===== config.mk =====
export PLATFORM = sky130hd
export DESIGN_NAME = page_frame_map_allocator_top
export DESIGN_NICKNAME = d
export VERILOG_FILES = /design/src/rtl/pfa_pkg.sv /design/src/rtl/pfa_ram.sv /design/src/rtl/page_frame_map_allocator_top.sv
export VERILOG_INCLUDE_DIRS = /design/src /design/src/rtl
export SDC_FILE = /design/constraint.sdc
export NUM_CORES = 2
export LEC_CHECK = 0
export ABC_AREA = 1
export CAP_MARGIN = 20
export CELL_PAD_IN_SITES_DETAIL_PLACEMENT = 0
export CELL_PAD_IN_SITES_GLOBAL_PLACEMENT = 2
export CORE_ASPECT_RATIO = 0.7
export CORE_MARGIN = 3
export CORE_UTILIZATION = 38
export CTS_CLUSTER_DIAMETER = 30
export CTS_CLUSTER_SIZE = 25
export DETAILED_ROUTE_END_ITERATION = 10
export DONT_BUFFER_PORTS = 1
export GPL_ROUTABILITY_DRIVEN = 0
export PLACE_DENSITY_LB_ADDON = 0.1
export SYNTH_ARGS = -nofsm -noshare
export SYNTH_HDL_FRONTEND = slang
export SYNTH_SLANG_ARGS = --single-unit

===== constraint.sdc =====
create_clock -name clk -period 34.4 [get_ports clk]
set_input_delay 1.72 -clock clk [delete_from_list [all_inputs] [get_ports clk]]
set_output_delay 1.72 -clock clk [all_outputs]
set_load 0.01 [all_outputs]

===== src/rtl/assert_macros.svh =====
// Concurrent assertion helpers, sampled on clk and disabled during rst.
`ifndef ASSERT_MACROS_SVH
`define ASSERT_MACROS_SVH

// Same-cycle implication.
`define PFA_ASSERT_NOW(lbl, ante, cons, msg) \
  lbl: assert property (@(posedge clk) disable iff (rst) (ante) |-> (cons)) else $error(msg);

// Next-cycle implication.
`define PFA_ASSERT_NXT(lbl, ante, cons, msg) \
  lbl: assert property (@(posedge clk) disable iff (rst) (ante) |=> (cons)) else $error(msg);

`endif


===== src/rtl/pfa_pkg.sv =====
package pfa_pkg;

  localparam int FRAME_TOTAL = 1024;
  localparam int IDX_W       = $clog2(FRAME_TOTAL);
  localparam int CNT_W       = $clog2(FRAME_TOTAL + 1);
  localparam int FRAME_SHIFT = 12;

  typedef enum logic [1:0] {
    K_ALLOC_ONE  = 2'd0,
    K_FREE_ONE   = 2'd1,
    K_ALLOC_RUN  = 2'd2,
    K_FREE_RANGE = 2'd3
  } kind_t;

  localparam logic [1:0] ST_OK   = 2'd0;
  localparam logic [1:0] ST_FULL = 2'd1;
  localparam logic [1:0] ST_BAD  = 2'd2;

endpackage


===== src/rtl/pfa_ram.sv =====
module pfa_ram #(
  parameter int WIDTH = 1,
  parameter int DEPTH = 1024
) (
  input  logic                     clk,
  input  logic                     wr_en,
  input  logic [$clog2(DEPTH)-1:0] wr_addr,
  input  logic [WIDTH-1:0]         wr_data,
  input  logic                     rd_en,
  input  logic [$clog2(DEPTH)-1:0] rd_addr,
  output logic [WIDTH-1:0]         rd_data
);

  logic [WIDTH-1:0] mem [DEPTH];

  always_ff @(posedge clk) begin
    if (wr_en) begin
      mem[wr_addr] <= wr_data;
    end
    if (rd_en) begin
      rd_data <= mem[rd_addr];
    end
  end

endmodule


===== src/rtl/page_frame_map_allocator_top.sv =====
// Flow: freeing one frame or a valid range marks its frames free, then gives the
// result; a bad request goes straight to the result; allocating one or a run searches
// the map, marks the frames found (none if the map is full) and then gives the result.
// Throughput: one request at a time; the simple dual-port frame map memory is read
// or written one frame per cycle. Reset: synchronous rst starts a pass that marks
// every frame free; no request is taken until it ends. region_base resets to 0.
`include "assert_macros.svh"

module page_frame_map_allocator_top
  import pfa_pkg::*;
(
  input  logic        clk,
  input  logic        rst,
  input  logic        cfg_write,
  input  logic [31:0] cfg_data,
  input  logic        in_valid,
  output logic        in_stall,
  input  logic [1:0]  kind,
  input  logic [31:0] frame_address,
  input  logic [10:0] frame_count,
  output logic        out_valid,
  input  logic        out_stall,
  output logic [31:0] result_address,
  output logic [1:0]  status
);

  typedef enum logic [2:0] {S_CLEAR, S_IDLE, S_SCAN, S_MARK, S_FIN} state_t;

  localparam logic [IDX_W-1:0] LAST_IDX = IDX_W'(FRAME_TOTAL - 1);

  state_t            state;
  logic [31:0]       region_base;
  logic [IDX_W-1:0]  mark_idx;
  logic [IDX_W-1:0]  mark_end;
  logic              mark_val;
  logic [CNT_W-1:0]  scan_idx;
  logic [IDX_W-1:0]  chk_idx;
  logic              chk_vld;
  logic [CNT_W-1:0]  run;
  logic [10:0]       target;
  logic [IDX_W-1:0]  res_start;
  logic              res_has_addr;
  logic [1:0]        res_stat;

  logic              ram_wr_en;
  logic              ram_wr_data;
  logic              ram_rd_en;
  logic [IDX_W-1:0]  ram_rd_addr;
  logic              ram_rd_data;

  logic [31:0]       off;
  logic [IDX_W-1:0]  a_idx;
  logic              addr_ok;
  logic              cnt_ok;
  logic              range_ok;
  logic [31:0]       range_last;
  logic [CNT_W-1:0]  run_inc;
  logic              hit;
  logic [31:0]       start_calc;
  logic [31:0]       start_ofs;

  assign in_stall = (state != S_IDLE);

  // Request decode: offset from the region base, checked for alignment and range.
  assign off        = frame_address - region_base;
  assign a_idx      = off[IDX_W+FRAME_SHIFT-1:FRAME_SHIFT];
  assign addr_ok    = (off[FRAME_SHIFT-1:0] == '0) &&
                      ({12'd0, off[31:FRAME_SHIFT]} < 32'(FRAME_TOTAL));
  assign cnt_ok     = (frame_count != '0) && ({21'd0, frame_count} <= 32'(FRAME_TOTAL));
  assign range_ok   = ({12'd0, off[31:FRAME_SHIFT]} + {21'd0, frame_count})
                      <= 32'(FRAME_TOTAL);
  assign range_last = {{(32-IDX_W){1'b0}}, a_idx} + {21'd0, frame_count} - 32'd1;

  // Search step on the frame mark returned by the memory.
  assign run_inc    = run + CNT_W'(1);
  assign hit        = chk_vld && !ram_rd_data &&
                      ({{(32-CNT_W){1'b0}}, run_inc} == {21'd0, target});
  assign start_calc = {{(32-IDX_W){1'b0}}, chk_idx} + 32'd1 - {21'd0, target};
  assign start_ofs  = {{(32-IDX_W-FRAME_SHIFT){1'b0}}, res_start, {FRAME_SHIFT{1'b0}}};

  assign ram_rd_en   = (state == S_SCAN) &&
                       ({{(32-CNT_W){1'b0}}, scan_idx} < 32'(FRAME_TOTAL));
  assign ram_rd_addr = scan_idx[IDX_W-1:0];
  assign ram_wr_en   = (state == S_CLEAR) || (state == S_MARK);
  assign ram_wr_data = (state == S_MARK) && mark_val;

  pfa_ram #(
    .WIDTH (1),
    .DEPTH (FRAME_TOTAL)
  ) u_map (
    .clk     (clk),
    .wr_en   (ram_wr_en),
    .wr_addr (mark_idx),
    .wr_data (ram_wr_data),
    .rd_en   (ram_rd_en),
    .rd_addr (ram_rd_addr),
    .rd_data (ram_rd_data)
  );

  always_ff @(posedge clk) begin
    if (rst) begin
      state       <= S_CLEAR;
      mark_idx    <= '0;
      out_valid   <= 1'b0;
      region_base <= '0;
      chk_vld     <= 1'b0;
    end else begin
      if (cfg_write) begin
        region_base <= cfg_data;
      end
      if (out_valid && !out_stall && state != S_FIN) begin
        out_valid <= 1'b0;
      end
      chk_vld <= ram_rd_en;
      chk_idx <= ram_rd_addr;

      unique case (state)
        S_CLEAR: begin
          mark_idx <= mark_idx + IDX_W'(1);
          if (mark_idx == LAST_IDX) begin
            state <= S_IDLE;
          end
        end
        S_IDLE: begin
          if (in_valid) begin
            res_has_addr <= 1'b0;
            run          <= '0;
            scan_idx     <= '0;
            unique case (kind_t'(kind))
              K_ALLOC_ONE: begin
                target <= 11'd1;
                state  <= S_SCAN;
              end
              K_ALLOC_RUN: begin
                target <= frame_count;
                if (cnt_ok) begin
                  state <= S_SCAN;
                end else begin
                  res_stat <= ST_BAD;
                  state    <= S_FIN;
                end
              end
              K_FREE_ONE: begin
                mark_idx <= a_idx;
                mark_end <= a_idx;
                mark_val <= 1'b0;
                if (addr_ok) begin
                  res_stat <= ST_OK;
                  state    <= S_MARK;
                end else begin
                  res_stat <= ST_BAD;
                  state    <= S_FIN;
                end
              end
              K_FREE_RANGE: begin
                mark_idx <= a_idx;
                mark_end <= range_last[IDX_W-1:0];
                mark_val <= 1'b0;
                if (cnt_ok && addr_ok && range_ok) begin
                  res_stat <= ST_OK;
                  state    <= S_MARK;
                end else begin
                  res_stat <= ST_BAD;
                  state    <= S_FIN;
                end
              end
            endcase
          end
        end
        S_SCAN: begin
          if (ram_rd_en) begin
            scan_idx <= scan_idx + CNT_W'(1);
          end
          if (chk_vld) begin
            run <= ram_rd_data ? '0 : run_inc;
            if (hit) begin
              mark_idx     <= start_calc[IDX_W-1:0];
              mark_end     <= chk_idx;
              mark_val     <= 1'b1;
              res_start    <= start_calc[IDX_W-1:0];
              res_has_addr <= 1'b1;
              res_stat     <= ST_OK;
              state        <= S_MARK;
            end else if (chk_idx == LAST_IDX) begin
              res_stat <= ST_FULL;
              state    <= S_FIN;
            end
          end
        end
        S_MARK: begin
          mark_idx <= mark_idx + IDX_W'(1);
          if (mark_idx == mark_end) begin
            state <= S_FIN;
          end
        end
        S_FIN: begin
          // hold until the output register is free
          if (!out_valid || !out_stall) begin
            out_valid      <= 1'b1;
            result_address <= res_has_addr ? (region_base + start_ofs) : 32'd0;
            status         <= res_stat;
            state          <= S_IDLE;
          end
        end
        default: begin
          state <= S_IDLE;
        end
      endcase
    end
  end

  `PFA_ASSERT_NXT(a_busy_after_accept, in_valid && !in_stall, in_stall, "accept while busy")
  `PFA_ASSERT_NOW(a_write_phase, ram_wr_en, state == S_CLEAR || state == S_MARK, "stray write")
  `PFA_ASSERT_NOW(a_fail_zero_addr, out_valid && status != ST_OK, result_address == '0, "addr set")

endmodule


# Word-level counts from Yosys, hierarchy flattened
# Memory sizes are Yosys's and may differ from the RTL's. A register that Yosys moved wholly into a read port is not among the register bits.
# Cells that the tools add are included.
[word_totals]
register_bits = 148
ram_bits = 1024
inputBits = 82
out_inout_bits = 36
wordCells = 142
memories = 1
[op_classes]
n_addsub = 10
order_cmp = 4
eq_ne = 25
n_mux = 50
bitwise_logic = 1
reduce_logical = 35
[memory_table]
columns = ["memory", "words", "width", "rd", "rd_clocked_by_memory_dff", "wr", "line_no", "rtl"]
rows = [
  ["u_map.mem", 1024, 1, 1, 1, 1, "pfa_ram.sv:14", "logic [WIDTH-1:0] mem [DEPTH];"],
]
[ops]
columns = ["op", "n"]
rows = [
  ["$mux 10", 7],
  ["$pmux 11 s2", 3],
  ["$mux 11", 4],
  ["$pmux 10 s2", 2],
  ["$add 32x22->32", 1],
  ["$sub 32x32->32", 1],
  ["$mux 3", 10],
  ["$pmux 10 s3", 1],
  ["$add 11x1->11 const B", 2],
  ["$add 20x11->21", 1],
  ["$le 21x11->1 const B", 1],
  ["$add 10x1->10 const B", 2],
  ["$eq 10x10->1 const B", 2],
  ["$lt 20x11->1 const B", 1],
  ["$reduce_and 6->1", 3],
  ["$reduce_and 4->1", 4],
  ["$pmux 3 s5", 1],
  ["$mux 2", 7],
  ["$logic_not 12->1", 1],
  ["$ne 2x2->1 const B", 6],
  ["$pmux 3 s4", 1],
  ["$eq 11x11->1", 1],
  ["$le 11x11->1 const B", 1],
  ["$lt 11x11->1 const B", 1],
  ["31 further kinds", 61],
]

# Longest topological paths before layout
[logic_depth]
depth_word = 9
ltp_mapped = 37
ltp_nobuf = 37

# By module
# Synthesis repeated with hierarchy kept, for this count alone.
[hier_totals]
hier_cells = 6236
hier_area_um2 = 57616.5
[by_module_without_submodules]
columns = ["mod", "instances", "cells_each", "area_per_inst_um2", "seq_area_each_um2"]
rows = [
  ["pfa_ram", 1, 4679, 46402.0, 30779.5],
  ["page_frame_map_allocator_top", 1, 1557, 11214.5, 3973.8],
]

# Worst setup path before layout
# No wires, ideal clock.
[synth_timing]
path_type = "reg-to-reg"
start = "register state[0]"
end = "memory u_map.mem[0] (data pin)"
setup_time_ps = 4947
arrival_time_ps = 24174
required_time_ps = 29453
path_slack_ps = 5279
path_stages_with_launch = 5
path_buffers = 0
period_less_slack_ps = 29121
cell_sequence = "dfxtp_1 inv_1 nor3_1 inv_1 nor2_1"
[synth_via]
elab_chain_cells = 2
[synth_lines]
columns = ["item", "line_no", "rtl"]
rows = [
  ["start, declared", "page_frame_map_allocator_top.sv:31", "state_t state;"],
  ["start signal, assigned", "page_frame_map_allocator_top.sv:102", "state <= S_CLEAR;"],
  ["start signal, assigned", "page_frame_map_allocator_top.sv:121", "state <= S_IDLE;"],
  ["start signal, assigned", "page_frame_map_allocator_top.sv:132", "state <= S_SCAN;"],
  ["$eq 3x2->1", "page_frame_map_allocator_top.sv:85", "assign ram_wr_data = (state == S_MARK) && mark_val;"],
  ["$logic_and 1x1->1", "page_frame_map_allocator_top.sv:85", ""],
  ["net ram_wr_data", "page_frame_map_allocator_top.sv:46", "logic ram_wr_data;"],
  ["end, declared", "pfa_ram.sv:14", ""],
]
# The timed path passes the listed nets, and every way through them passes these cells.

# Worst setup path in the final report
[layout_timing]
start = "input frame_address[5]"
end = "register res_stat[1] (data pin)"
[layout_via]
elab_chain_cells = 9
elab_cells_between_ends = 13
cone_classes = "2 x add/sub; 2 x order compare; 5 x mux; 4 x reduce/logical"
[layout_lines]
columns = ["item", "line_no", "rtl"]
rows = [
  ["start, declared", "page_frame_map_allocator_top.sv:19", "input logic [31:0] frame_address,"],
  ["$sub 32x32->32 *", "page_frame_map_allocator_top.sv:65", "assign off = frame_address - region_base;"],
  ["branches (longest 5 deep; another with $add 20x11->21)", "--", ""],
  ["$pmux 2 s3 *", "page_frame_map_allocator_top.sv:129", "unique case (kind_t'(kind))"],
  ["$mux 2 *", "page_frame_map_allocator_top.sv:125", "if (in_valid) begin"],
  ["$pmux 2 s2 *", "page_frame_map_allocator_top.sv:117", "unique case (state)"],
  ["end signal, assigned", "page_frame_map_allocator_top.sv:139", "res_stat <= ST_BAD;"],
  ["end signal, assigned", "page_frame_map_allocator_top.sv:160", "res_stat <= ST_OK;"],
  ["end signal, assigned", "page_frame_map_allocator_top.sv:163", "res_stat <= ST_BAD;"],
  ["end, declared", "page_frame_map_allocator_top.sv:43", "logic [1:0] res_stat;"],
]
# Mark *: on every way between the ends. The select of a mux whose other input is x is not followed.
# A chain may end at the register's enable or synchronous reset.

==> impl.org <==
** Placed design
- Detailed placement ended at an HPWL of roughly 120000 um.
- Timing analysis after detailed placement gives a worst setup slack of 28.11 ns.
- Once placement finished, the instance area stood at slightly below 60000 um2.
- Number of input and output port buffers inserted :: 0

** Yosys
- Number of instances in the synthesized netlist :: between 5000 and 6000
- Sorting the synthesized cells by area gives the leading types as sky130_fd_sc_hd__edfxtp_1 60%, sky130_fd_sc_hd__nor2_1 12%, sky130_fd_sc_hd__o21ai_0 5.4%.
- Yosys warning count :: 0
- Library cells used by synthesis :: 49
- The number of nets handed over by synthesis was 5946.
- The synthesized design contains 1173 register bits.
- Dominant synthesized flop cell :: sky130_fd_sc_hd__edfxtp_1
- Sequential-to-total area share from yosys stat :: 0.6217
- Of the post-synthesis cell area, the dominant cell type holds 0.6048.
- Of all cell types, the one taking the most synthesized area is sky130_fd_sc_hd__edfxtp_1.
- In this run the mean area of a mapped cell was 9.701 um2.
- After synthesis the cells add up to around 56000 um2.
- Count of flip-flops with a built-in enable after synthesis :: 1126
- Counting flops with an async set or reset pin after synthesis yields a share of 0.

** Detailed routing
- Detailed-routing iteration count for the pre-antenna-repair pass :: 5
- Detailed router's first-iteration violation count :: 5000
- Total number of vias :: ~44000
- The final layout contains routed wiring with a total length of 203600 um.
- After detailed routing, the average wire length per cell comes to 25.88 um.
- Number of remaining DRC errors :: 0
- Dividing the detail-routed via count by the number of cells gives 5.559.
- Count of nets left with antenna violations after detail routing :: 0

** Setup path
- In this design, the critical path's most frequently occurring cell is sky130_fd_sc_hd__nand2_1.
- The startpoint identified for the worst register-to-register timing path is region_base[5].
- At the worst endpoint, the required time is 34.95 ns.
- Start-to-end type of the worst setup path :: in -> reg
- Cell family with most CP delay :: simple AND/OR/NAND/NOR gates
- Register-to-Register Path Depth :: 29
- Crit path max fanout :: 6
- Worst Path Buf+Inv :: 2
- The worst setup path is launched from an input pin.
- In this run the critical register-to-register path is captured at res_stat[1].
- Longest individual stage delay on the worst path :: 0.39 ns
- The worst register-to-register path has a setup slack of 29.19 ns.
- Among all stages on the critical path, the largest delay is contributed by sky130_fd_sc_hd__ha_1.
- Category of the worst setup path capture point :: flop
- WP data arrival :: around 6.2 ns

** Global routing
- Summed over all layers, the global routing overflow is 0.
- For this run, global-route usage on met1 was measured as 0.4197.
- Across every metal layer, demand over resource in global routing totals 0.2634.
- Entering global routing, the biggest net connects 187 pins.
- The first global-routing pass estimated 293900 um of wire.
- In the global route stage, met2 resource usage came out at 0.3687.
- After global routing, the most crowded layer is met1.
- Routing usage on met3 :: 0.04365
- Antenna violations before repair :: 16
- Via count of the first global-routing pass :: approximately 40000

** Timing
- For the pin with the worst max-slew slack, the measured transition is 1.265 ns.
- Final-report setup violation count :: 0
- The final count of hold timing violations was 0.
- In this run the tightest slew margin relative to its limit is 0.1541.
- Worst slack on hold paths :: 0.4829 ns
- The worst path meets setup with ~29 ns of slack.
- Of the available clock period, the critical path in the final layout requires 0.1653.
- Post-route clock skew :: 0.02481 ns
- For the final routed database, the setup TNS stands at 0 ns.
- Setup repair after global routing left no endpoint under its margin.
- The final number of max-transition violations is 0.
- Achievable frequency :: about 180 MHz
- Minimum clock period after layout :: 5.685 ns

** CTS
- Clock sink total :: 1173
- The number of hold buffers added after CTS was 0.
- Cts bufs inserted :: 238
- TritonCTS built the clock tree.
- Clk root buf :: sky130_fd_sc_hd__clkbuf_16
- The clock passes through at most 3 buffers.
- Once the clock tree was built, the resizer swapped 0 gates to a different size.
- The later pin in the worst-skew pair is clocked with a latency of 0.83 ns.
- Reg clk slew, reported paths :: 0.05 ns
- Maximum level of the CTS H-tree :: 4
- Post-CTS Setup Inserts :: 0

** Status
- Run status :: finished, final reports clean

** Layout
- Area growth from synthesis to layout :: 19.23%
- # nets final :: 5879
- After routing the design area is 66660 um2.
- Most common cell after layout, fill and taps aside :: sky130_fd_sc_hd__nor2_1
- In the final layout, the share of cells above drive strength 1 is 0.09781.
- Final Util :: 0.4572
- The library cells used most frequently in the layout, excluding fill and tap cells, are 1709 x sky130_fd_sc_hd__nor2_1, 1126 x sky130_fd_sc_hd__edfxtp_1, 608 x sky130_fd_sc_hd__o21ai_0.

** Floorplan
- In this run the standard cell core region covers 145800 um2.
- The die covers between 150000 and 200000 um2.
- Number of standard-cell rows in the floorplan :: roughly 120
- Top-Level Pins :: 118
- From bottom edge to top edge, the die measures around 330 um.
- Measured along the x axis, the die boundary spans roughly 460 um.
- Starting utilization of the core area :: 0.3834

** Flow run
- Max-cap violations in this run came to 0.

** Worst hold path
- The worst hold path terminates at status[0].
- Counting instances, the worst hold path has a depth of 0.
- In this run the most critical hold path is launched from res_stat[0].
- HP Class :: reg -> reg

** Power
- Leakage power of the design :: 0.02517 uW
- Power per Cell Area :: 64.63 nW/um2
- Worst-case vdd ir drop :: 0.05196 mV
## routing by layer
metal | routed length (um) | part of all wire | vias up
met5 | 0 | 0 | -
met4 | 3384 | 0.017 | 0
met3 | 16050 | 0.079 | 246
met2 | 83570 | 0.41 | 1645
met1 | 100600 | 0.49 | 22000
li1 | - | - | 19830
## synth_stat cells, drive strengths merged, types with 39 or more instances
library cell  count
inv             325
edfxtp         1126
ha               97
o21ai           610
nand2           544
clkbuf          401
xor2             39
o221ai          100
a21oi           142
nand3           196
nand4            52
nor2           1721
nor3             43
dfxtp            47
o22ai           162
## worst max-delay path by stage
| stage | startpoint | to | slack (ns) | cells after the start |
|---|---|---|---|---|
| finish | frame_address[5] | res_stat[1] | 28.71 | 28 |
| global route | frame_address[5] | res_stat[1] | 28.28 | 27 |
| CTS | frame_address[5] | res_stat[1] | 28.99 | 27 |
| detailed placement | frame_address[5] | res_stat[1] | 28.11 | 27 |
| global placement | frame_address[5] | res_stat[1] | 28.14 | 27 |
| floorplan | state[0] | u_map.mem[0] | 5.28 | 4 |
## logic make-up after synthesis
family,share of synthesized area
buf+inv,0.05174
flops,0.6217
simple gates,0.1827
fa+ha+maj,0.02314
compound gates,0.1117
xor+xnor,0.009064
## layout make-up
type,instances,area (um2)
clock inverter,168,2004
sequential,1173,34750
clock buffer,275,6231
fill,14060,79150
timing repair buffer,124,1493
antenna,4,10.01
tap,1963,2456
multi-input combinational,3826,18440
inverter,333,1270
## flip-flops by register name, indices dropped and copies added, names as in the netlist, 11 cells and up
name,count
target,11
u_map.mem,1024
region_base,32
run,11
scan_idx,11
result_address,32
## through the flow
stage,instances,power [uW]
2_1_floorplan,5763,1814
3_3_place_gp,7392,1971
3_5_place_dp,7404,1974
4_1_cts,7847,4333
5_1_grt,7862,4449
6_report,7866,4308
## report_power, final
| part | switching, uW | internal (uW) | leakage, uW |
|---|---|---|---|
| Combinational | 292 | 97.6 | 0.00802 |
| Sequential | 9.01 | 1560 | 0.0132 |
| Clock | 787 | 1570 | 0.00393 |
| Total | 1090 | 3220 | 0.0252 |
## worst reg2reg max path: cells and delay by family, from the launching register on
kind	cells	cell delay (ns)
xor gates and xnor gates	1	0.30
AOI/OAI and AO/OA	3	0.77
and+or+nand+nor	20	2.53
DFF	1	0.32
buffers and inverters	3	0.27
adders and majority gates	2	0.75
(Power assumes the default switching activity.)
